==> config.mk <==
export PLATFORM = sky130hd
export DESIGN_NAME = printf_format_engine_flat
export DESIGN_NICKNAME = d
export VERILOG_FILES = /design/src/design/pfe_pkg.sv /design/src/design/pfe_if.sv /design/src/design/pfe_front.sv /design/src/design/pfe_queue.sv /design/src/design/pfe_back.sv /design/src/design/printf_format_engine.sv /design/src/flat_wrapper.sv
export SDC_FILE = /design/constraint.sdc
export NUM_CORES = 1
export LEC_CHECK = 0
export BUFFER_PORTS_ARGS = -buffer_cell sky130_fd_sc_hd__buf_2
export CAP_MARGIN = 10
export CELL_PAD_IN_SITES_DETAIL_PLACEMENT = 0
export CELL_PAD_IN_SITES_GLOBAL_PLACEMENT = 1
export CORE_ASPECT_RATIO = 0.6
export CORE_UTILIZATION = 49
export DETAILED_ROUTE_END_ITERATION = 16
export PLACE_DENSITY_LB_ADDON = 0.3
export SLEW_MARGIN = 20
export SYNTH_ARGS = -nofsm -noshare
export SYNTH_HDL_FRONTEND = slang
export SYNTH_SLANG_ARGS = --single-unit
==> constraint.sdc <==
create_clock -name clk -period 5.5 [get_ports clk]
set_clock_uncertainty 0.15 [all_clocks]
set_input_delay 1.375 -clock clk [delete_from_list [all_inputs] [get_ports clk]]
set_output_delay 1.375 -clock clk [all_outputs]
set_load 0.01 [all_outputs]
==> src/design/pfe_pkg.sv <==
`timescale 1ns / 1ps

package pfe_pkg;

    localparam int ARG_WIDTH_DEF = 32;
    localparam int QUEUE_DEPTH   = 2;
    localparam int COUNT_W       = 32;
    localparam int NULL_LEN      = 6;

    // Request type codes
    localparam logic [1:0] RT_FMT  = 2'd0;
    localparam logic [1:0] RT_ARG  = 2'd1;
    localparam logic [1:0] RT_SBYTE = 2'd2;
    localparam logic [1:0] RT_SEND = 2'd3;

    // Characters
    localparam logic [7:0] CH_PCT   = 8'h25;
    localparam logic [7:0] CH_MINUS = 8'h2d;
    localparam logic [7:0] CH_ZERO  = 8'h30;
    localparam logic [7:0] CH_A_LOW = 8'h61;
    localparam logic [7:0] CH_C     = 8'h63;
    localparam logic [7:0] CH_D     = 8'h64;
    localparam logic [7:0] CH_I     = 8'h69;
    localparam logic [7:0] CH_S     = 8'h73;
    localparam logic [7:0] CH_U     = 8'h75;
    localparam logic [7:0] CH_X     = 8'h78;

    typedef enum logic [1:0] {
        PH_IDLE,
        PH_PCT,
        PH_ARG,
        PH_STR
    } phase_t;

    typedef enum logic [1:0] {
        KD_CHR,
        KD_DEC,
        KD_UNS,
        KD_HEX
    } kind_t;

    typedef enum logic [3:0] {
        BK_IDLE,
        BK_DUMMY,
        BK_PCT,
        BK_CHAR,
        BK_NULL,
        BK_SIGN,
        BK_CONV,
        BK_SKIP,
        BK_DIGIT
    } bk_state_t;

    // Work for the back end; the argument value travels beside it
    typedef struct packed {
        logic       pct;      // print '%' first
        logic       chr;      // print chr_val
        logic [7:0] chr_val;
        logic       nul;      // print "(null)"
        logic       num;      // print the value as a number
        logic       neg;      // print '-' before the number
        logic       hex;      // base 16, else base 10
        logic       dummy;    // one uncounted zero character
        logic       fin;      // format ends with this request
        logic       bad;      // request was dropped
    } job_t;

    function automatic logic [7:0] null_char(input logic [2:0] idx);
        logic [7:0] c;
        begin
            unique case (idx)
                3'd0:    c = 8'h28;
                3'd1:    c = 8'h6e;
                3'd2:    c = 8'h75;
                3'd3:    c = 8'h6c;
                3'd4:    c = 8'h6c;
                default: c = 8'h29;
            endcase
            return c;
        end
    endfunction

    function automatic logic [7:0] digit_char(input logic [3:0] d);
        begin
            if (d < 4'd10)
            begin
                return CH_ZERO + {4'b0000, d};
            end
            return CH_A_LOW + {4'b0000, d} - 8'd10;
        end
    endfunction

endpackage

==> src/design/pfe_if.sv <==
`timescale 1ns / 1ps

interface pfe_req_if;
    logic        valid;
    logic        ready;
    logic [1:0]  req_type;
    logic [7:0]  in_byte;
    logic        format_end;
    logic [31:0] arg_value;
    logic        null_string;

    modport source (output valid, req_type, in_byte, format_end, arg_value, null_string,
                    input ready);
    modport sink (input valid, req_type, in_byte, format_end, arg_value, null_string,
                  output ready);
endinterface

interface pfe_res_if;
    logic        valid;
    logic        ready;
    logic [7:0]  out_char;
    logic        out_last;
    logic        done_res;
    logic [31:0] total_count;
    logic        status;

    modport source (output valid, out_char, out_last, done_res, total_count, status,
                    input ready);
    modport sink (input valid, out_char, out_last, done_res, total_count, status,
                  output ready);
endinterface

==> src/design/pfe_front.sv <==
`timescale 1ns / 1ps

module pfe_front #(
    parameter int ARG_WIDTH = pfe_pkg::ARG_WIDTH_DEF
) (
    input  logic                 clk,
    input  logic                 rst_n,
    pfe_req_if.sink              req,
    input  logic                 q_full,
    output logic                 q_push,
    output pfe_pkg::job_t        q_job,
    output logic [ARG_WIDTH-1:0] q_value
);

    pfe_pkg::phase_t phase_reg, phase_next;
    pfe_pkg::kind_t  kind_reg, kind_next;
    logic            pend_reg, pend_next;

    logic                 acc;
    logic [ARG_WIDTH-1:0] arg_w;

    assign req.ready = !q_full;
    assign acc       = req.valid && !q_full;
    assign arg_w     = ARG_WIDTH'(req.arg_value);

    // Next state
    always_comb
    begin
        phase_next = phase_reg;
        kind_next  = kind_reg;
        pend_next  = pend_reg;
        if (acc)
        begin
            unique case (phase_reg)
                pfe_pkg::PH_IDLE:
                begin
                    if (req.req_type == pfe_pkg::RT_FMT &&
                        req.in_byte == pfe_pkg::CH_PCT && !req.format_end)
                    begin
                        phase_next = pfe_pkg::PH_PCT;
                    end
                end
                pfe_pkg::PH_PCT:
                begin
                    if (req.req_type == pfe_pkg::RT_FMT)
                    begin
                        pend_next  = req.format_end;
                        phase_next = pfe_pkg::PH_ARG;
                        unique case (req.in_byte)
                            pfe_pkg::CH_C: kind_next = pfe_pkg::KD_CHR;
                            pfe_pkg::CH_D,
                            pfe_pkg::CH_I: kind_next = pfe_pkg::KD_DEC;
                            pfe_pkg::CH_U: kind_next = pfe_pkg::KD_UNS;
                            pfe_pkg::CH_X: kind_next = pfe_pkg::KD_HEX;
                            pfe_pkg::CH_S: phase_next = pfe_pkg::PH_STR;
                            default:
                            begin
                                // not a conversion: parse the byte afresh
                                pend_next = pend_reg;
                                if (req.in_byte == pfe_pkg::CH_PCT && !req.format_end)
                                begin
                                    phase_next = pfe_pkg::PH_PCT;
                                end
                                else
                                begin
                                    phase_next = pfe_pkg::PH_IDLE;
                                end
                            end
                        endcase
                    end
                end
                pfe_pkg::PH_ARG:
                begin
                    if (req.req_type == pfe_pkg::RT_ARG)
                    begin
                        pend_next  = 1'b0;
                        phase_next = pfe_pkg::PH_IDLE;
                    end
                end
                pfe_pkg::PH_STR:
                begin
                    if (req.req_type == pfe_pkg::RT_SEND)
                    begin
                        phase_next = pfe_pkg::PH_IDLE;
                        pend_next  = 1'b0;
                    end
                end
            endcase
        end
    end

    // Queue work
    always_comb
    begin
        q_job   = '0;
        q_value = arg_w;
        q_push  = 1'b0;
        if (acc)
        begin
            unique case (phase_reg)
                pfe_pkg::PH_IDLE:
                begin
                    if (req.req_type != pfe_pkg::RT_FMT)
                    begin
                        q_job.dummy = 1'b1;
                        q_job.bad   = 1'b1;
                        q_push      = 1'b1;
                    end
                    else if (req.in_byte != pfe_pkg::CH_PCT || req.format_end)
                    begin
                        q_job.chr     = 1'b1;
                        q_job.chr_val = req.in_byte;
                        q_job.fin     = req.format_end;
                        q_push        = 1'b1;
                    end
                end
                pfe_pkg::PH_PCT:
                begin
                    if (req.req_type != pfe_pkg::RT_FMT)
                    begin
                        q_job.dummy = 1'b1;
                        q_job.bad   = 1'b1;
                        q_push      = 1'b1;
                    end
                    else
                    begin
                        unique case (req.in_byte)
                            pfe_pkg::CH_C,
                            pfe_pkg::CH_D,
                            pfe_pkg::CH_I,
                            pfe_pkg::CH_U,
                            pfe_pkg::CH_X,
                            pfe_pkg::CH_S:
                            begin
                                // conversion letter: nothing to print yet
                                q_push = 1'b0;
                            end
                            default:
                            begin
                                // print '%' then the byte unless it holds a new '%'
                                q_job.pct = 1'b1;
                                q_push    = 1'b1;
                                if (req.in_byte != pfe_pkg::CH_PCT || req.format_end)
                                begin
                                    q_job.chr     = 1'b1;
                                    q_job.chr_val = req.in_byte;
                                    q_job.fin     = req.format_end;
                                end
                            end
                        endcase
                    end
                end
                pfe_pkg::PH_ARG:
                begin
                    q_push = 1'b1;
                    if (req.req_type != pfe_pkg::RT_ARG)
                    begin
                        q_job.dummy = 1'b1;
                        q_job.bad   = 1'b1;
                    end
                    else
                    begin
                        q_job.fin = pend_reg;
                        unique case (kind_reg)
                            pfe_pkg::KD_CHR:
                            begin
                                q_job.chr     = 1'b1;
                                q_job.chr_val = arg_w[7:0];
                            end
                            pfe_pkg::KD_DEC:
                            begin
                                q_job.num = 1'b1;
                                q_job.neg = arg_w[ARG_WIDTH-1];
                                if (arg_w[ARG_WIDTH-1])
                                begin
                                    q_value = ARG_WIDTH'(~arg_w + 1'b1);
                                end
                            end
                            pfe_pkg::KD_UNS:
                            begin
                                q_job.num = 1'b1;
                            end
                            pfe_pkg::KD_HEX:
                            begin
                                q_job.num = 1'b1;
                                q_job.hex = 1'b1;
                            end
                        endcase
                    end
                end
                pfe_pkg::PH_STR:
                begin
                    if (req.req_type == pfe_pkg::RT_SBYTE)
                    begin
                        q_job.chr     = 1'b1;
                        q_job.chr_val = req.in_byte;
                        q_push        = 1'b1;
                    end
                    else if (req.req_type == pfe_pkg::RT_SEND)
                    begin
                        q_job.fin   = pend_reg;
                        q_job.nul   = req.null_string;
                        // empty string that ends the format still reports the count
                        q_job.dummy = !req.null_string;
                        q_push      = req.null_string || pend_reg;
                    end
                    else
                    begin
                        q_job.dummy = 1'b1;
                        q_job.bad   = 1'b1;
                        q_push      = 1'b1;
                    end
                end
            endcase
        end
    end

    always_ff @(posedge clk or negedge rst_n)
    begin
        if (!rst_n)
        begin
            phase_reg <= pfe_pkg::PH_IDLE;
            kind_reg  <= pfe_pkg::KD_CHR;
            pend_reg  <= 1'b0;
        end
        else
        begin
            phase_reg <= phase_next;
            kind_reg  <= kind_next;
            pend_reg  <= pend_next;
        end
    end

endmodule

==> src/design/pfe_queue.sv <==
`timescale 1ns / 1ps

module pfe_queue #(
    parameter int ARG_WIDTH = pfe_pkg::ARG_WIDTH_DEF
) (
    input  logic                 clk,
    input  logic                 rst_n,
    input  logic                 push,
    input  pfe_pkg::job_t        push_job,
    input  logic [ARG_WIDTH-1:0] push_value,
    output logic                 full,
    input  logic                 pop,
    output logic                 empty,
    output pfe_pkg::job_t        head_job,
    output logic [ARG_WIDTH-1:0] head_value
);

    localparam int DEPTH = pfe_pkg::QUEUE_DEPTH;
    localparam int PTR_W = $clog2(DEPTH);
    localparam int CNT_W = $clog2(DEPTH + 1);

    pfe_pkg::job_t        job_mem [DEPTH];
    logic [ARG_WIDTH-1:0] val_mem [DEPTH];

    logic [PTR_W-1:0] wr_reg, wr_next;
    logic [PTR_W-1:0] rd_reg, rd_next;
    logic [CNT_W-1:0] cnt_reg, cnt_next;

    assign full       = (cnt_reg == CNT_W'(DEPTH));
    assign empty      = (cnt_reg == '0);
    assign head_job   = job_mem[rd_reg];
    assign head_value = val_mem[rd_reg];

    always_comb
    begin
        wr_next  = wr_reg;
        rd_next  = rd_reg;
        cnt_next = cnt_reg;
        if (push)
        begin
            wr_next = (wr_reg == PTR_W'(DEPTH - 1)) ? '0 : wr_reg + 1'b1;
        end
        if (pop)
        begin
            rd_next = (rd_reg == PTR_W'(DEPTH - 1)) ? '0 : rd_reg + 1'b1;
        end
        if (push && !pop)
        begin
            cnt_next = cnt_reg + 1'b1;
        end
        else if (pop && !push)
        begin
            cnt_next = cnt_reg - 1'b1;
        end
    end

    always_ff @(posedge clk or negedge rst_n)
    begin
        if (!rst_n)
        begin
            wr_reg  <= '0;
            rd_reg  <= '0;
            cnt_reg <= '0;
        end
        else
        begin
            wr_reg  <= wr_next;
            rd_reg  <= rd_next;
            cnt_reg <= cnt_next;
        end
    end

    always_ff @(posedge clk)
    begin
        if (push)
        begin
            job_mem[wr_reg] <= push_job;
            val_mem[wr_reg] <= push_value;
        end
    end

endmodule

==> src/design/pfe_back.sv <==
`timescale 1ns / 1ps

module pfe_back #(
    parameter int ARG_WIDTH = pfe_pkg::ARG_WIDTH_DEF
) (
    input  logic                 clk,
    input  logic                 rst_n,
    input  logic                 q_empty,
    input  pfe_pkg::job_t        q_job,
    input  logic [ARG_WIDTH-1:0] q_value,
    output logic                 q_pop,
    pfe_res_if.source            res
);

    localparam int NDIG    = (ARG_WIDTH * 302 + 999) / 1000;
    localparam int BCD_W   = 4 * NDIG;
    localparam int REM_W   = $clog2(NDIG + 1);
    localparam int BIT_W   = $clog2(ARG_WIDTH);
    localparam int IDX_W   = $clog2(pfe_pkg::NULL_LEN);
    localparam int COUNT_W = pfe_pkg::COUNT_W;

    pfe_pkg::bk_state_t   state_reg, state_next;
    pfe_pkg::job_t        job_reg, job_next;
    logic [ARG_WIDTH-1:0] val_reg, val_next;
    logic [BCD_W-1:0]     bcd_reg, bcd_next;
    logic [REM_W-1:0]     rem_reg, rem_next;
    logic [BIT_W-1:0]     bit_reg, bit_next;
    logic [IDX_W-1:0]     idx_reg, idx_next;
    logic [COUNT_W-1:0]   cnt_reg, cnt_next;

    logic                 out_valid_reg, out_valid_next;
    logic [7:0]           out_char_reg, out_char_next;
    logic                 out_last_reg, out_last_next;
    logic                 done_reg, done_next;
    logic [COUNT_W-1:0]   total_reg, total_next;
    logic                 status_reg, status_next;

    logic       free;
    logic [3:0] top_dig;
    logic       skip_zero;

    assign free      = !out_valid_reg || res.ready;
    assign top_dig   = bcd_reg[BCD_W-1 -: 4];
    assign skip_zero = (top_dig == 4'd0) && (rem_reg > REM_W'(1));

    assign res.valid       = out_valid_reg;
    assign res.out_char    = out_char_reg;
    assign res.out_last    = out_last_reg;
    assign res.done_res    = done_reg;
    assign res.total_count = total_reg;
    assign res.status      = status_reg;

    // Next state
    always_comb
    begin
        state_next = state_reg;
        unique case (state_reg)
            pfe_pkg::BK_IDLE:
            begin
                if (!q_empty)
                begin
                    priority if (q_job.dummy) state_next = pfe_pkg::BK_DUMMY;
                    else if (q_job.pct)       state_next = pfe_pkg::BK_PCT;
                    else if (q_job.chr)       state_next = pfe_pkg::BK_CHAR;
                    else if (q_job.nul)       state_next = pfe_pkg::BK_NULL;
                    else if (q_job.neg)       state_next = pfe_pkg::BK_SIGN;
                    else if (q_job.hex)       state_next = pfe_pkg::BK_SKIP;
                    else                      state_next = pfe_pkg::BK_CONV;
                end
            end
            pfe_pkg::BK_DUMMY,
            pfe_pkg::BK_CHAR:
            begin
                if (free)
                begin
                    state_next = pfe_pkg::BK_IDLE;
                end
            end
            pfe_pkg::BK_PCT:
            begin
                if (free)
                begin
                    state_next = job_reg.chr ? pfe_pkg::BK_CHAR : pfe_pkg::BK_IDLE;
                end
            end
            pfe_pkg::BK_NULL:
            begin
                if (free && idx_reg == IDX_W'(pfe_pkg::NULL_LEN - 1))
                begin
                    state_next = pfe_pkg::BK_IDLE;
                end
            end
            pfe_pkg::BK_SIGN:
            begin
                if (free)
                begin
                    state_next = pfe_pkg::BK_CONV;
                end
            end
            pfe_pkg::BK_CONV:
            begin
                if (bit_reg == '0)
                begin
                    state_next = pfe_pkg::BK_SKIP;
                end
            end
            pfe_pkg::BK_SKIP:
            begin
                if (!skip_zero)
                begin
                    state_next = pfe_pkg::BK_DIGIT;
                end
            end
            pfe_pkg::BK_DIGIT:
            begin
                if (free && rem_reg == REM_W'(1))
                begin
                    state_next = pfe_pkg::BK_IDLE;
                end
            end
            default:
            begin
                state_next = pfe_pkg::BK_IDLE;
            end
        endcase
    end

    // Datapath and result register
    always_comb
    begin
        logic               emit;
        logic [7:0]         e_char;
        logic               e_cnt;
        logic               e_last;
        logic               fin_now;
        logic [COUNT_W-1:0] cnt_inc;
        logic [COUNT_W-1:0] cnt_new;
        logic [BCD_W-1:0]   adj;

        emit     = 1'b0;
        e_char   = 8'h00;
        e_cnt    = 1'b1;
        e_last   = 1'b0;
        adj      = bcd_reg;
        q_pop    = 1'b0;
        job_next = job_reg;
        val_next = val_reg;
        bcd_next = bcd_reg;
        rem_next = rem_reg;
        bit_next = bit_reg;
        idx_next = idx_reg;

        unique case (state_reg)
            pfe_pkg::BK_IDLE:
            begin
                if (!q_empty)
                begin
                    q_pop    = 1'b1;
                    job_next = q_job;
                    val_next = q_value;
                    bcd_next = q_job.hex ? BCD_W'(q_value) : '0;
                    rem_next = REM_W'(NDIG);
                    bit_next = BIT_W'(ARG_WIDTH - 1);
                    idx_next = '0;
                end
            end
            pfe_pkg::BK_DUMMY:
            begin
                emit   = free;
                e_cnt  = 1'b0;
                e_last = 1'b1;
            end
            pfe_pkg::BK_PCT:
            begin
                emit   = free;
                e_char = pfe_pkg::CH_PCT;
                e_last = !job_reg.chr;
            end
            pfe_pkg::BK_CHAR:
            begin
                emit   = free;
                e_char = job_reg.chr_val;
                e_last = 1'b1;
            end
            pfe_pkg::BK_NULL:
            begin
                emit   = free;
                e_char = pfe_pkg::null_char(3'(idx_reg));
                e_last = (idx_reg == IDX_W'(pfe_pkg::NULL_LEN - 1));
                if (free)
                begin
                    idx_next = idx_reg + 1'b1;
                end
            end
            pfe_pkg::BK_SIGN:
            begin
                emit   = free;
                e_char = pfe_pkg::CH_MINUS;
            end
            pfe_pkg::BK_CONV:
            begin
                // shift-add-3: correct each digit, then shift one bit in
                for (int i = 0; i < NDIG; i++)
                begin
                    if (bcd_reg[4*i +: 4] >= 4'd5)
                    begin
                        adj[4*i +: 4] = bcd_reg[4*i +: 4] + 4'd3;
                    end
                end
                bcd_next = {adj[BCD_W-2:0], val_reg[ARG_WIDTH-1]};
                val_next = {val_reg[ARG_WIDTH-2:0], 1'b0};
                bit_next = bit_reg - 1'b1;
            end
            pfe_pkg::BK_SKIP:
            begin
                if (skip_zero)
                begin
                    bcd_next = {bcd_reg[BCD_W-5:0], 4'h0};
                    rem_next = rem_reg - 1'b1;
                end
            end
            pfe_pkg::BK_DIGIT:
            begin
                emit   = free;
                e_char = pfe_pkg::digit_char(top_dig);
                e_last = (rem_reg == REM_W'(1));
                if (free)
                begin
                    bcd_next = {bcd_reg[BCD_W-5:0], 4'h0};
                    rem_next = rem_reg - 1'b1;
                end
            end
            default:
            begin
                emit = 1'b0;
            end
        endcase

        cnt_inc = (cnt_reg == '1) ? cnt_reg : cnt_reg + 1'b1;
        cnt_new = e_cnt ? cnt_inc : cnt_reg;
        fin_now = e_last && job_reg.fin;

        cnt_next       = cnt_reg;
        out_valid_next = out_valid_reg && !res.ready;
        out_char_next  = out_char_reg;
        out_last_next  = out_last_reg;
        done_next      = done_reg;
        total_next     = total_reg;
        status_next    = status_reg;
        if (emit)
        begin
            cnt_next       = fin_now ? '0 : cnt_new;
            out_valid_next = 1'b1;
            out_char_next  = e_char;
            out_last_next  = e_last;
            done_next      = fin_now;
            total_next     = fin_now ? cnt_new : '0;
            status_next    = job_reg.bad;
        end
    end

    always_ff @(posedge clk or negedge rst_n)
    begin
        if (!rst_n)
        begin
            state_reg     <= pfe_pkg::BK_IDLE;
            cnt_reg       <= '0;
            out_valid_reg <= 1'b0;
            rem_reg       <= '0;
            bit_reg       <= '0;
            idx_reg       <= '0;
        end
        else
        begin
            state_reg     <= state_next;
            cnt_reg       <= cnt_next;
            out_valid_reg <= out_valid_next;
            rem_reg       <= rem_next;
            bit_reg       <= bit_next;
            idx_reg       <= idx_next;
        end
    end

    always_ff @(posedge clk)
    begin
        job_reg      <= job_next;
        val_reg      <= val_next;
        bcd_reg      <= bcd_next;
        out_char_reg <= out_char_next;
        out_last_reg <= out_last_next;
        done_reg     <= done_next;
        total_reg    <= total_next;
        status_reg   <= status_next;
    end

endmodule

==> src/design/printf_format_engine.sv <==
`timescale 1ns / 1ps
//  channel | modport | payload                                            | accepted when
//  --------+---------+----------------------------------------------------+--------------
//  req     | sink    | req_type, in_byte, format_end, arg_value,          | valid & ready
//          |         | null_string                                        |
//  res     | source  | out_char, out_last, done_res, total_count, status  | valid & ready
//
//  Flow: a request is classified as it is accepted and queued (two entries); the back
//  end pops a job and prints a character, "(null)" or a number. A decimal or unsigned
//  value runs the shift-add-3 conversion after any minus; NDIG = 10 digit slots at 32 bits
//  are each skipped or printed. A held '%' or conversion letter takes no queue entry.
//  Reset: rst_n clears phase, queue pointers, character count and the result valid.
//  Stalls: res.ready low holds the output; the front takes requests until the queue fills.

module printf_format_engine #(
    parameter int ARG_WIDTH = pfe_pkg::ARG_WIDTH_DEF
) (
    input  logic      clk,
    input  logic      rst_n,
    pfe_req_if.sink   req,
    pfe_res_if.source res
);

    // Front to queue
    logic                 q_push;
    pfe_pkg::job_t        q_push_job;
    logic [ARG_WIDTH-1:0] q_push_value;
    logic                 q_full;

    // Queue to back
    logic                 q_pop;
    logic                 q_empty;
    pfe_pkg::job_t        q_head_job;
    logic [ARG_WIDTH-1:0] q_head_value;

    // Classify each request against the parse phase; drop wrong types here
    pfe_front #(
        .ARG_WIDTH (ARG_WIDTH)
    ) u_front (
        .clk     (clk),
        .rst_n   (rst_n),
        .req     (req),
        .q_full  (q_full),
        .q_push  (q_push),
        .q_job   (q_push_job),
        .q_value (q_push_value)
    );

    // Decouple classification from character output
    pfe_queue #(
        .ARG_WIDTH (ARG_WIDTH)
    ) u_queue (
        .clk        (clk),
        .rst_n      (rst_n),
        .push       (q_push),
        .push_job   (q_push_job),
        .push_value (q_push_value),
        .full       (q_full),
        .pop        (q_pop),
        .empty      (q_empty),
        .head_job   (q_head_job),
        .head_value (q_head_value)
    );

    // Sequence characters, convert numbers, keep the running count
    pfe_back #(
        .ARG_WIDTH (ARG_WIDTH)
    ) u_back (
        .clk     (clk),
        .rst_n   (rst_n),
        .q_empty (q_empty),
        .q_job   (q_head_job),
        .q_value (q_head_value),
        .q_pop   (q_pop),
        .res     (res)
    );

endmodule

==> src/flat_wrapper.sv <==
// flat-port wrapper written by rule: the top's interface ports become plain ports
module printf_format_engine_flat 
#(
    parameter int ARG_WIDTH = pfe_pkg::ARG_WIDTH_DEF
)
  (clk, rst_n, req_valid, req_req_type, req_in_byte, req_format_end, req_arg_value, req_null_string, req_ready, res_valid, res_out_char, res_out_last, res_done_res, res_total_count, res_status, res_ready);
  pfe_req_if req_i ();
  pfe_res_if res_i ();
  input  logic clk;
  input  logic rst_n;
  input wire logic [$bits(req_i.valid)-1:0] req_valid;
  input wire logic [$bits(req_i.req_type)-1:0] req_req_type;
  input wire logic [$bits(req_i.in_byte)-1:0] req_in_byte;
  input wire logic [$bits(req_i.format_end)-1:0] req_format_end;
  input wire logic [$bits(req_i.arg_value)-1:0] req_arg_value;
  input wire logic [$bits(req_i.null_string)-1:0] req_null_string;
  output wire logic [$bits(req_i.ready)-1:0] req_ready;
  output wire logic [$bits(res_i.valid)-1:0] res_valid;
  output wire logic [$bits(res_i.out_char)-1:0] res_out_char;
  output wire logic [$bits(res_i.out_last)-1:0] res_out_last;
  output wire logic [$bits(res_i.done_res)-1:0] res_done_res;
  output wire logic [$bits(res_i.total_count)-1:0] res_total_count;
  output wire logic [$bits(res_i.status)-1:0] res_status;
  input wire logic [$bits(res_i.ready)-1:0] res_ready;
  assign req_i.valid = req_valid;
  assign req_i.req_type = req_req_type;
  assign req_i.in_byte = req_in_byte;
  assign req_i.format_end = req_format_end;
  assign req_i.arg_value = req_arg_value;
  assign req_i.null_string = req_null_string;
  assign req_ready = req_i.ready;
  assign res_valid = res_i.valid;
  assign res_out_char = res_i.out_char;
  assign res_out_last = res_i.out_last;
  assign res_done_res = res_i.done_res;
  assign res_total_count = res_i.total_count;
  assign res_status = res_i.status;
  assign res_i.ready = res_ready;
  printf_format_engine #(.ARG_WIDTH(ARG_WIDTH)) u_core (.clk(clk), .rst_n(rst_n), .req(req_i), .res(res_i));
endmodule
# After elaboration in Yosys (flattened, before gate mapping)
# Memories as Yosys holds them, arrays and structs flattened.
# Index checks and enable logic that the tools add are counted.
# W data, S select, Z words.
# classes
bitwise	2
muxes	118
add_sub_neg	22
n_reduce_logical	54
order_cmp	12
eq_ne	50
# op_table
op	count
$mux W32	10
$pmux W40 S4	1
$mux W40	3
$mux W4	20
$add A32 B1 Y32 const B	2
$pmux W32 S2	1
$eq A8 B7 Y1 const B	6
$mux W9	5
$ge A4 B3 Y1 const B	10
$mux W1	40
$pmux W8 S5	1
$add A4 B2 Y4 const B	9
$pmux W9 S4	1
$eq A32 B32 Y1 const B	1
$not A32 Y32	1
$pmux W4 S8	1
$ne A2 B2 Y1 const B	15
$pmux W7 S4	1
$mux W3	9
$mux W10	2
$mux W2	9
$mux W17	1
$eq A4 B3 Y1 const B	4
$mux W8	2
53 further kinds	103
# totals
word_cells	283
register_bits	184
out_inout_bits	45
mem_bits_rw	98
memories	2
# mem_list
name	words	word_bits	read_ports	rd_clocked_by_memory_dff	write_ports	line_no	rtl
u_core.u_queue.val_mem	2	32	1	0	1	pfe_queue.sv:23	logic [ARG_WIDTH-1:0] val_mem [DEPTH];
u_core.u_queue.job_mem	2	17	1	0	1	pfe_queue.sv:22	pfe_pkg::job_t job_mem [DEPTH];

# Longest topological paths before layout
# Gate-level depths: netlist (run 1).
# depth
depth_word	10
mapped_depth	11
ltp_nobuf	10

# Cells and area by module
# A second synthesis (run 1) with hierarchy kept.
# hier_totals
cells_unflattened	1345
area_unflattened_um2	14918.1
# modules_own_cells
mod	seq_area_each_um2	area_each_um2	n_inst	cells_per_inst
pfe_back	5009.8	9462.8	1	962
pfe_queue	3042.9	3976.3	1	169
pfe_front	125.1	1478.9	1	214

# Least setup slack after synthesis (run 1)
# No wires, ideal clock.
# synth_timing
kind	in2reg
from	in req_in_byte[5]
to	mem u_core.u_queue.job_mem[0][0] (netlist bit), enable pin
path_buffers	1
arrival_ns	4.281
cell_stages	7
slack_ns	0.615
cell_sequence	and3b_1 -> clkbuf_1 -> nand3_1 -> o21ai_1 -> o21ai_0 -> o311ai_1 -> nor2_1
# synth_via
elab_chain_cells	8
word_cells_on_any_way	17
classes_between	eq/ne: 7; mux: 8; reduce/logical: 2
# synth_lines
element	line_no	rtl
start, declared	flat_wrapper.sv:13	input wire logic [$bits(req_i.in_byte)-1:0] req_in_byte;
$eq A8 B7 Y1 or $ne A8 B6 Y1 (tied branches)	pfe_front.sv:127, pfe_front.sv:109	
$reduce_or A6 Y1 (no line) or $logic_or A1 B1 Y1 (tied branches)	n/a	
$mux W1 (on tied branches)	pfe_front.sv:127, pfe_front.sv:109	
$mux W1 (on tied branches)	pfe_front.sv:119, pfe_front.sv:103	
$pmux W1 S4 (*)	pfe_front.sv:100	unique case (phase_reg)
$mux W1 (*)	pfe_front.sv:98	if (acc)
$mux W1 (*)	pfe_queue.sv:75	if (push)
$mux W1 (not written as such) (*)	pfe_queue.sv:77	job_mem[wr_reg] <= push_job;
end, declared	pfe_queue.sv:22	
# Mark *: on every way between the ends. The rest lies on a longest branch, timed or not.

# Worst setup path in the final report (run 1)
# layout_timing
from	in req_req_type[1]
to	mem u_core.u_queue.val_mem[0][22] (netlist bit), data pin
# layout_via
elab_chain_cells	4
# layout_lines
element	line_no	rtl
start, declared	flat_wrapper.sv:12	input wire logic [$bits(req_i.req_type)-1:0] req_req_type;
$ne A2 B1 Y1	pfe_front.sv:156	if (req.req_type != pfe_pkg::RT_ARG)
$mux W32	pfe_front.sv:156	
$mux W32	pfe_front.sv:100	
$mux W32	pfe_front.sv:98	
via u_core.q_push_value[22]	printf_format_engine.sv:27	logic [ARG_WIDTH-1:0] q_push_value;
end, declared	pfe_queue.sv:23	
# The timed path passes the listed nets, and every way through them passes these cells.

==> impl_metrics.yaml, run 1 <==
status:
  outcome: "complete, no violations"
clock_network:
  clk_latency_ps: 580
  cts_hold_buf: 0
  numClockSinks: 280
  root_buffer: "clkbuf_16"
  clkSlewWorstSetupHoldPaths_ps: 70
  htree_num_levels: 1
  cts_resized: 0
  clk_path_buf_depth: 3
  postCtsSetupBuffers: 0
  cts_tree: "built"
  cts_buffers: 28
setup_path:
  cp_max_fo: 19
  path_class: "in2reg"
  critical_path.top_delay_family: "simple AND/OR/NAND/NOR gates"
  crit_path_start_kind: "primary input"
  crit_arrival_ps: 3820
  critPathMaxStageDelay_ps: 640
  crit_required_ps: 5680
  cp.buffers_inverters: 2
  slowest_stage: "inv_1"
  cp-end-kind: "flop"
  path_cells: "buf_2 -> nand2b_1 -> or2_2 -> nor3_1 -> nand3_1 -> inv_1 -> o21ai_0 -> xnor2_1"
sta:
  holdWs_ps: 292
  maxSlewHeadroom: 0.364
  fin_tns_setup_ps: 0
  hold_viol: 0
  max_freq_ghz: 0.275
  fin_ws_ps: 1860
  rsz0062_at_grt: "no"
  tightest_slew_ps: 950
  setup_viol: 0
  final-max-slew-violation-count: 0
  timing.final.crit_share: 0.662
  min_period_ps: 3640
global_routing:
  first_global_vias: 9315
  antenna_found_initial: 0
  gr-total-overflow: 0
  grt_pass1_wl_um: 52700
  grt_max_degree: 56
  track_usage: 0.224
logic_synthesis:
  synth_seq_area_share: 0.563
  synth-seq-cells: 280
  synth_area_um2: 14400
  syn_avg_cell_area_um2: 11.1
  async_flop_share: 0.207
  yosys_warnings: 0
  synthCells: 1293
  ys_types: 84
  synth_ff_type: "edfxtp_1"
  synth_edf_count: 222
  syn_nets: 1372
cells_and_area:
  insertedDiodeCount: 0
  nets: 1437
  area_growth_syn_to_layout_pct: 12.1
  fin_util: 0.560
  final_common_cell: "edfxtp_1"
  largest_reg_flops: 64
  layout_common_cells: "222 x edfxtp_1, 126 x nor2_1, 93 x a21oi_1"
  layout-drive-gt1-share: 0.144
  final_area_um2: 16200
placed_design:
  placed_area_um2: 15200
  io_buffers: 92
  pre_cts_ws_ps: 1240
  globalplace.congestion: 0.892
  dp_hpwl_um: 23200
drt:
  vias_per_cell: 5.87
  antenna_left: 0
  via_count: 10300
  wl_per_cell_um: 19.2
  wl_um: 33700
  drtIter0Drc: 909
  drc: 0
  first_pass_iters: 6
floorplanning:
  die_y_um: 135
  die_area_um2: 30100
  die_x_um: 223
  core_area_um2: 28800
  start_util: 0.500
  rows: 48
  io_pins: 93
worst_hold_path:
  worstHoldPathType: "reg2reg"
job:
  drv.max_cap_violation_count: 0
pwr:
  cellPowerDensity_nw_per_um2: 548
  power_leakage_nw: 6.03
  ir_drop_mv: 0.265
## synthesized netlist by cell type, drive strengths merged (4+ instances only)
| library cell | instances | area share |
|---|---|---|
| nor2b | 11 | 0.0048 |
| nor3b | 15 | 0.0082 |
| nand2b | 20 | 0.0087 |
| o21bai | 6 | 0.0031 |
| mux2 | 15 | 0.012 |
| o31ai | 16 | 0.0083 |
| xnor2 | 49 | 0.030 |
| a22oi | 4 | 0.0021 |
| and3 | 10 | 0.0047 |
| nor4b | 6 | 0.0041 |
| a211oi | 4 | 0.0030 |
| mux2i | 38 | 0.026 |
| o311ai | 6 | 0.0036 |
| nor3 | 20 | 0.0069 |
| nand3 | 48 | 0.017 |
| o221ai | 24 | 0.015 |
| nand4 | 15 | 0.0076 |
| a31oi | 10 | 0.0043 |
| inv | 51 | 0.013 |
| clkbuf | 36 | 0.0096 |
| ha | 31 | 0.027 |
| nor2 | 127 | 0.033 |
| and2 | 9 | 0.0039 |
| buf | 31 | 0.011 |
| or4b | 4 | 0.0028 |
| and4 | 5 | 0.0032 |
| o21ai | 76 | 0.027 |
| edfxtp | 222 | 0.46 |
| a21o | 5 | 0.0026 |
| or2 | 7 | 0.0030 |
| nand2 | 89 | 0.023 |
| or4 | 5 | 0.0029 |
| nor4 | 10 | 0.0058 |
| a22o | 18 | 0.011 |
| or3 | 19 | 0.0083 |
| a21oi | 93 | 0.032 |
| dfrtp | 58 | 0.10 |
| o22ai | 10 | 0.0048 |
| xor2 | 38 | 0.023 |
## final timing paths
check,cells past startpoint,to,startpoint,slack [ps]
min in group asynchronous,1,u_core.u_back.bit_reg[3],rst_n,700
max in group asynchronous,2,u_core.u_back.cnt_reg[16],rst_n,3560
hold reg to reg,0,u_core.u_back.res.status,u_core.u_back.job_reg[0],290
hold / removal,0,u_core.u_back.res.status,u_core.u_back.job_reg[0],290
setup reg to reg,5,u_core.u_back.val_reg[26],u_core.u_back.state_reg[2],2140
setup / recovery,8,u_core.u_queue.val_mem[0][22],req_req_type[1],1860
## where the power goes
group          internal [W]  leakage [nW]  switching (W)
combinational       0.00102          2.70        0.00195
sequential          0.00333          2.84       0.000471
clock               0.00122         0.491       0.000847
total               0.00558          6.03        0.00327
## per-layer routing
metal,up-vias,global-route usage,share of wire
met5,-,0,0
met4,0,0.0342,0.012
met3,26,0.0531,0.086
met2,356,0.274,0.37
met1,5003,0.388,0.53
li1,4919,-,-
## cell families (layout without fill, tap and decap cells)
kind of cell             after synthesis  after routing  share of synthesized area
adder cells (fa/ha/maj)               31             31                     0.0269
multiplexers                          53             53                     0.0381
AND/OR/NAND/NOR                      428            428                      0.153
buffers and inverters                118            204                     0.0337
XOR/XNOR                              87             87                     0.0529
AO/OA/AOI/OAI                        296            296                      0.132
flip-flops                           280            280                      0.563
## through the flow
stage               power (W)  std cells
global placement      0.00672       1703
global route          0.00936       1754
CTS                   0.00887       1754
detailed placement    0.00680       1703
finish                0.00885       1754
floorplan             0.00580       1293
## final cells by class
class                      instances  area, um2
fill                            2516      12700
sequential                       280       8120
multi-input combinational        895       5850
clock buffer                      30        708
timing repair buffer             102        536
tap                              375        469
clock inverter                    21        282
inverter                          51        191
No activity file was read; power rests on OpenSTA's default activity.
==> inputs of run 2 (changes only) <==
==> constraint.sdc (replaced) <==
create_clock -name clk -period 3.59 [get_ports clk]
set_clock_uncertainty 0.15 [all_clocks]
set_input_delay 0.8975 -clock clk [delete_from_list [all_inputs] [get_ports clk]]
set_output_delay 0.8975 -clock clk [all_outputs]
set_load 0.01 [all_outputs]
==> run 2 against run 1 <==
Net effect: final cell count grew 1.3%; first-iteration DRC count grew 9.1%; core utilization grew 0.43 points; critical endpoint is now u_core.u_back.cnt_reg[25]; non-clock buffer count grew 23; sequential cell count is the same; combinational power grew 59%; critical path depth shrank 1; sequential power grew 53%.
==> impl_metrics.yaml, run 2 (same netlist as run 1, synthesis figures left out) <==
status:
  outcome: "complete, no violations"
cells_and_area:
  largest_reg_flops: 64
  final_common_cell: "edfxtp_1"
  layout-drive-gt1-share: 0.151
  layout_common_cells: "222 x edfxtp_1, 126 x nor2_1, 93 x a21oi_1"
  area_growth_syn_to_layout_pct: 13.0
  insertedDiodeCount: 0
  nets: 1459
  fin_util: 0.565
floorplanning:
  rows: 48
  start_util: 0.500
  die_y_um: 135
  io_pins: 93
  core_area_um2: 28800
  die_x_um: 223
  die_area_um2: 30100
sta:
  min_period_ps: 3020
  timing.final.crit_share: 0.840
  hold_viol: 0
  holdWs_ps: 145
  maxSlewHeadroom: 0.448
  rsz0062_at_grt: "no"
  max_freq_ghz: 0.332
  setup_viol: 0
  fin_tns_setup_ps: 0
  tightest_slew_ps: 818
  fin_ws_ps: 575
  final-max-slew-violation-count: 0
setup_path:
  path_cells: "inv_1 -> a21boi_0 -> o21ai_4 -> nand2_2 -> buf_4 -> or3_1 -> o21ai_0"
  cp.buffers_inverters: 2
  crit_path_start_kind: "flop"
  crit_start: "u_core.u_back.state_reg[0]"
  cp_max_fo: 18
  critical_path.top_delay_family: "compound AO/OA/AOI/OAI gates"
  critPathMaxStageDelay_ps: 580
  cp-end-kind: "flop"
  r2r-start: "u_core.u_back.state_reg[0]"
  crit_arrival_ps: 3340
  slowest_stage: "dfrtp_1"
  path_class: "reg2reg"
  crit_required_ps: 3920
clock_network:
  htree_num_levels: 1
  clk_path_buf_depth: 3
  cts_buffers: 27
  postCtsSetupBuffers: 0
  clk_latency_ps: 560
  root_buffer: "clkbuf_16"
  cts_resized: 0
  numClockSinks: 280
  cts_tree: "built"
  cts_hold_buf: 0
  clkSlewWorstSetupHoldPaths_ps: 60
global_routing:
  antenna_found_initial: 0
  first_global_vias: 9306
  track_usage: 0.228
  gr-total-overflow: 0
  grt_max_degree: 50
  grt_pass1_wl_um: 53000
drt:
  first_pass_iters: 5
  drtIter0Drc: 992
  via_count: 10400
  vias_per_cell: 5.84
  wl_um: 34000
  wl_per_cell_um: 19.2
  antenna_left: 0
  drc: 0
pwr:
  intPower_w: 0.00845
  switching_share: 0.369
  power_frac_clock: 0.211
  power_leakage_nw: 6.10
  ir_drop_mv: 0.565
  switchingPower_w: 0.00495
  comb_power_share: 0.354
  p_total_w: 0.0134
  seqPwrFrac: 0.435
  cellPowerDensity_nw_per_um2: 823
job:
  drv.max_cap_violation_count: 0
placed_design:
  dp_hpwl_um: 24300
  pre_cts_ws_ps: 199
  io_buffers: 92
  globalplace.congestion: 0.907
worst_hold_path:
  worstHoldPathType: "in2async"
## run 2: path summary, 6_finish.rpt
check	endpoint	slack, ps	depth (start not counted)
max in group asynchronous	u_core.u_back.bit_reg[4]	2430	2
min in group clk	u_core.u_back.res.status	280	0
hold reg to reg	u_core.u_back.res.status	280	0
setup / recovery	u_core.u_back.cnt_reg[25]	570	7
hold / removal	u_core.u_back.cnt_reg[8]	140	1
setup reg to reg	u_core.u_back.cnt_reg[25]	570	7
## run 2: worst register-to-register path, stage by stage (launching register included)
cell and delay [ps]:
dfrtp_1 580, inv_1 400, a21boi_0 260, o21ai_4 530, nand2_2 320, buf_4 280, or3_1 340, o21ai_0 80
## run 2: metal layers
layer | vias to the layer above | track usage | wire, um
met2 | 386 | 0.280 | 12400
met5 | - | 0 | 0
met4 | 0 | 0.0377 | 416
li1 | 4969 | - | -
met1 | 4984 | 0.401 | 18200
met3 | 31 | 0.0407 | 2980
## run 2: metrics by stage
stage / cell area, um2 / cells
after global placement: 15400 / 1726
after global routing: 16300 / 1776
final: 16300 / 1776
after detailed placement: 15400 / 1726
after CTS: 16300 / 1776
after floorplan: 14400 / 1293
## run 2: final cells by class
| class | count | area, um2 |
|---|---|---|
| clock inverter | 9 | 106 |
| tap | 375 | 469 |
| multi-input combinational | 895 | 5840 |
| sequential | 280 | 8120 |
| timing repair buffer | 125 | 783 |
| inverter | 51 | 191 |
| clock buffer | 41 | 768 |
| fill | 2434 | 12600 |
## run 2: power by group through the flow
stage | sequential (W) | clock, W | combinational [W]
finish | 0.00582 | 0.00283 | 0.00474
global route | 0.00597 | 0.00301 | 0.00524
CTS | 0.00582 | 0.00289 | 0.00474
detailed placement | 0.00588 | 0 | 0.00472
global placement | 0.00585 | 0 | 0.00465
floorplan | 0.00576 | 0 | 0.00312
==> inputs of run 3 (changes only) <==
--- a/config.mk
+++ b/config.mk
@@ -5,12 +5,13 @@
 export SDC_FILE = /design/constraint.sdc
 export NUM_CORES = 1
 export LEC_CHECK = 0
+export ABC_AREA = 1
 export BUFFER_PORTS_ARGS = -buffer_cell sky130_fd_sc_hd__buf_2
 export CAP_MARGIN = 10
 export CELL_PAD_IN_SITES_DETAIL_PLACEMENT = 0
 export CELL_PAD_IN_SITES_GLOBAL_PLACEMENT = 1
 export CORE_ASPECT_RATIO = 0.6
-export CORE_UTILIZATION = 49
+export CORE_UTILIZATION = 47
 export DETAILED_ROUTE_END_ITERATION = 16
 export PLACE_DENSITY_LB_ADDON = 0.3
 export SLEW_MARGIN = 20
==> constraint.sdc (replaced) <==
create_clock -name clk -period 2.9 [get_ports clk]
set_clock_uncertainty 0.15 [all_clocks]
set_input_delay 0.725 -clock clk [delete_from_list [all_inputs] [get_ports clk]]
set_output_delay 0.725 -clock clk [all_outputs]
set_load 0.01 [all_outputs]
==> run 3 against run 2 <==
Net effect: the run now ends with DRC left; sequential share of layout area decreased by 2.8 points; power increased by 33%; critical endpoint is now u_core.u_back.bcd_reg[33]; area after synthesis increased by 5.4%; die area increased by 9.8%; critical path depth increased by 3; first-iteration DRC count increased by 45%; critical path type unchanged; wire length increased by 14%.
==> impl_metrics.yaml, run 3 <==
status:
  outcome: "finished, violations left"
  violations: "DRC"
pwr:
  ir_drop_mv: 0.737
  cellPowerDensity_nw_per_um2: 1030
  comb_power_share: 0.383
  switchingPower_w: 0.00721
  power_leakage_nw: 7.64
  intPower_w: 0.0106
  power_frac_clock: 0.201
  seqPwrFrac: 0.416
  switching_share: 0.404
global_routing:
  grt_max_degree: 56
  grt_pass1_wl_um: 60400
  track_usage: 0.237
  gr-total-overflow: 0
  first_global_vias: 10600
  antenna_found_initial: 0
cells_and_area:
  area_growth_syn_to_layout_pct: 13.6
  insertedDiodeCount: 0
  largest_reg_flops: 64
  layout_common_cells: "571 x nand2_1, 222 x edfxtp_1, 204 x inv_1"
  seq_area_um2: 8120
  fillers: 2919
  layout-drive-gt1-share: 0.112
  nets: 1969
  final_common_cell: "nand2_1"
  multiInputGateArea_um2: 6060
floorplanning:
  io_pins: 93
  die_x_um: 234
  die_y_um: 141
  core_area_um2: 31500
  start_util: 0.483
  rows: 50
  die_area_um2: 33100
drt:
  wl_um: 38800
  wl_met3_um: 4100
  wl_met1_um: 20800
  wl_per_cell_um: 16.7
  antenna_left: 0
  first_pass_iters: 11
  drc: 4
  drtIter0Drc: 1438
  vias_per_cell: 5.23
  via_count: 12200
  routed-wl-met2_um: 13500
  routed.top_layer: "met4"
logic_synthesis:
  synth_top_area_cell: "edfxtp_1"
  synthTopCellsByArea: "edfxtp_1 44%, nand2_1 14%, dfrtp_1 9.6%"
  syn_avg_cell_area_um2: 8.54
  synth_area_um2: 15200
  ys_types: 48
  async_flop_share: 0.207
  synth_ff_type: "edfxtp_1"
  synth-seq-cells: 280
  synth_common_cells: "571 x nand2_1, 222 x edfxtp_1, 205 x inv_1"
  yosys_warnings: 0
  synth_edf_count: 222
  yosysMostFrequentCell: "nand2_1"
  synth_seq_area_share: 0.535
  syn_nets: 1857
  synth_top_area_frac: 0.439
  synthCells: 1778
setup_path:
  path_cells: "inv_1 -> ha_1 -> o21ai_0 -> nand3_1 -> nand2_1 -> o211ai_1 -> a21oi_1 -> inv_1 -> nand2_1 -> buf_6"
  cp.buffers_inverters: 3
  path_class: "reg2reg"
  slowest_stage: "dfrtp_1"
  critPathMaxStageDelay_ps: 360
  crit_arrival_ps: 2630
  cp_max_fo: 40
  crit_path_start_kind: "flop"
  cp-end-kind: "flop"
  r2r-start: "u_core.u_back.rem_reg[0]"
  crit_required_ps: 2960
  rr_endpoint: "u_core.u_back.bcd_reg[33]"
  rr_worst_depth: 10
  regToRegSetupSlack_ps: 330
  critical_path.top_delay_family: "compound AO/OA/AOI/OAI gates"
clock_network:
  numClockSinks: 280
  clk_path_buf_depth: 3
  clkSlewWorstSetupHoldPaths_ps: 60
  cts_buffers: 28
  postCtsSetupBuffers: 0
  root_buffer: "clkbuf_16"
  htree_num_levels: 1
  cts_tree: "built"
  clk_latency_ps: 570
sta:
  final-max-slew-violation-count: 0
  timing.final.crit_share: 0.886
  tightest_slew_ps: 679
  fin_ws_ps: 331
  maxSlewHeadroom: 0.546
  min_period_ps: 2570
  holdWs_ps: 270
  max_freq_ghz: 0.389
  hold_viol: 0
  rsz0062_at_grt: "no"
  setup_viol: 0
placed_design:
  pre_cts_ws_ps: -11.3
  io_buffers: 92
  dp_hpwl_um: 28300
  globalplace.congestion: 0.965
worst_hold_path:
  whs_endpoint: "u_core.u_back.res.status"
  worstHoldPathType: "reg2reg"
  hp-start: "u_core.u_back.job_reg[0]"
  whs_path_depth: 0
job:
  drv.max_cap_violation_count: 0
run 3: cell types whose count changed in the layout (fill, tap and decap cells not counted), moves of 19 or more:
cell      delta
nand2_1    +483
inv_1      +156
nand3_1     +60
nor2_1      +60
a21oi_1     -50
mux2i_1     -38
xnor2_1     -34
nand2b_1    -20
o21ai_0     +19
or3_1       -19
run 3: through the flow:
step	utilization	power, W	instances	area (um2)	setup TNS (ps)
3_5_place_dp	0.519	0.0143	2275	16300	-11.3
2_1_floorplan	-	0.0118	1778	15200	0
6_report	0.548	0.0179	2328	17300	0
4_1_cts	0.548	0.0179	2328	17300	0
3_3_place_gp	0.519	0.0141	2275	16300	0
5_1_grt	0.548	0.0191	2328	17300	0
run 3: layer usage:
layer / GRT usage / vias to the layer above
met3: 0.0627 / 28
met5: 0 / -
met4: 0.0321 / 0
met2: 0.271 / 474
met1: 0.423 / 5593
li1: - / 6070
run 3: cell families (layout without fill, tap and decap cells):
logic type | Yosys count | in the layout | share of synthesized area
AND/OR/NAND/NOR | 934 | 934 | 0.254
AO/OA/AOI/OAI | 215 | 215 | 0.0849
adder cells (fa/ha/maj) | 31 | 31 | 0.0255
XOR/XNOR | 58 | 58 | 0.0339
flip-flops | 280 | 280 | 0.535
buffers and inverters | 260 | 394 | 0.0673
run 3: power groups by stage:
stage | combinational [W] | clock [W] | sequential [W]
after floorplan | 0.00444 | 0 | 0.00738
after global placement | 0.00668 | 0 | 0.00746
after detailed placement | 0.00678 | 0 | 0.00748
after CTS | 0.00681 | 0.00364 | 0.00742
after global routing | 0.00769 | 0.00379 | 0.00761
final | 0.00684 | 0.00358 | 0.00744
run 3: layout make-up:
class / instances / area share
clock buffer: 39 / 0.0447
clock inverter: 13 / 0.00718
inverter: 212 / 0.0465
multi-input combinational: 1238 / 0.351
sequential: 280 / 0.470
tap: 416 / 0.0302
timing repair buffer: 130 / 0.0501
run 3: worst reg2reg max path: stages, from the launching register on:
cell and delay [ps]:
dfrtp_1 360, inv_1 80, ha_1 220, o21ai_0 170, nand3_1 130, nand2_1 100
o211ai_1 110, a21oi_1 360, inv_1 100, nand2_1 90, buf_6 360
run 3: repair_timing:
action / 4_1_cts / 5_1_grt
endpoints found under the setup margin: 0 / 40
resized for setup: 0 / 1
hold buffers: 1 / 0
endpoints found under the hold margin: 3 / 0
run 3: how the worst max path moves through the flow:
stage,start,to,depth (start not counted),slack (ps)
floorplan,req_in_byte[1],u_core.u_queue.job_mem[0][0],9,20
global placement,req_in_byte[7],u_core.u_queue.cnt_reg[1],17,40
detailed placement,req_in_byte[7],u_core.u_queue.cnt_reg[1],17,-10
CTS,u_core.u_back.rem_reg[0],u_core.u_back.bcd_reg[11],10,220
global route,u_core.u_back.rem_reg[0],u_core.u_back.bcd_reg[33],10,90
finish,u_core.u_back.rem_reg[0],u_core.u_back.bcd_reg[33],10,330
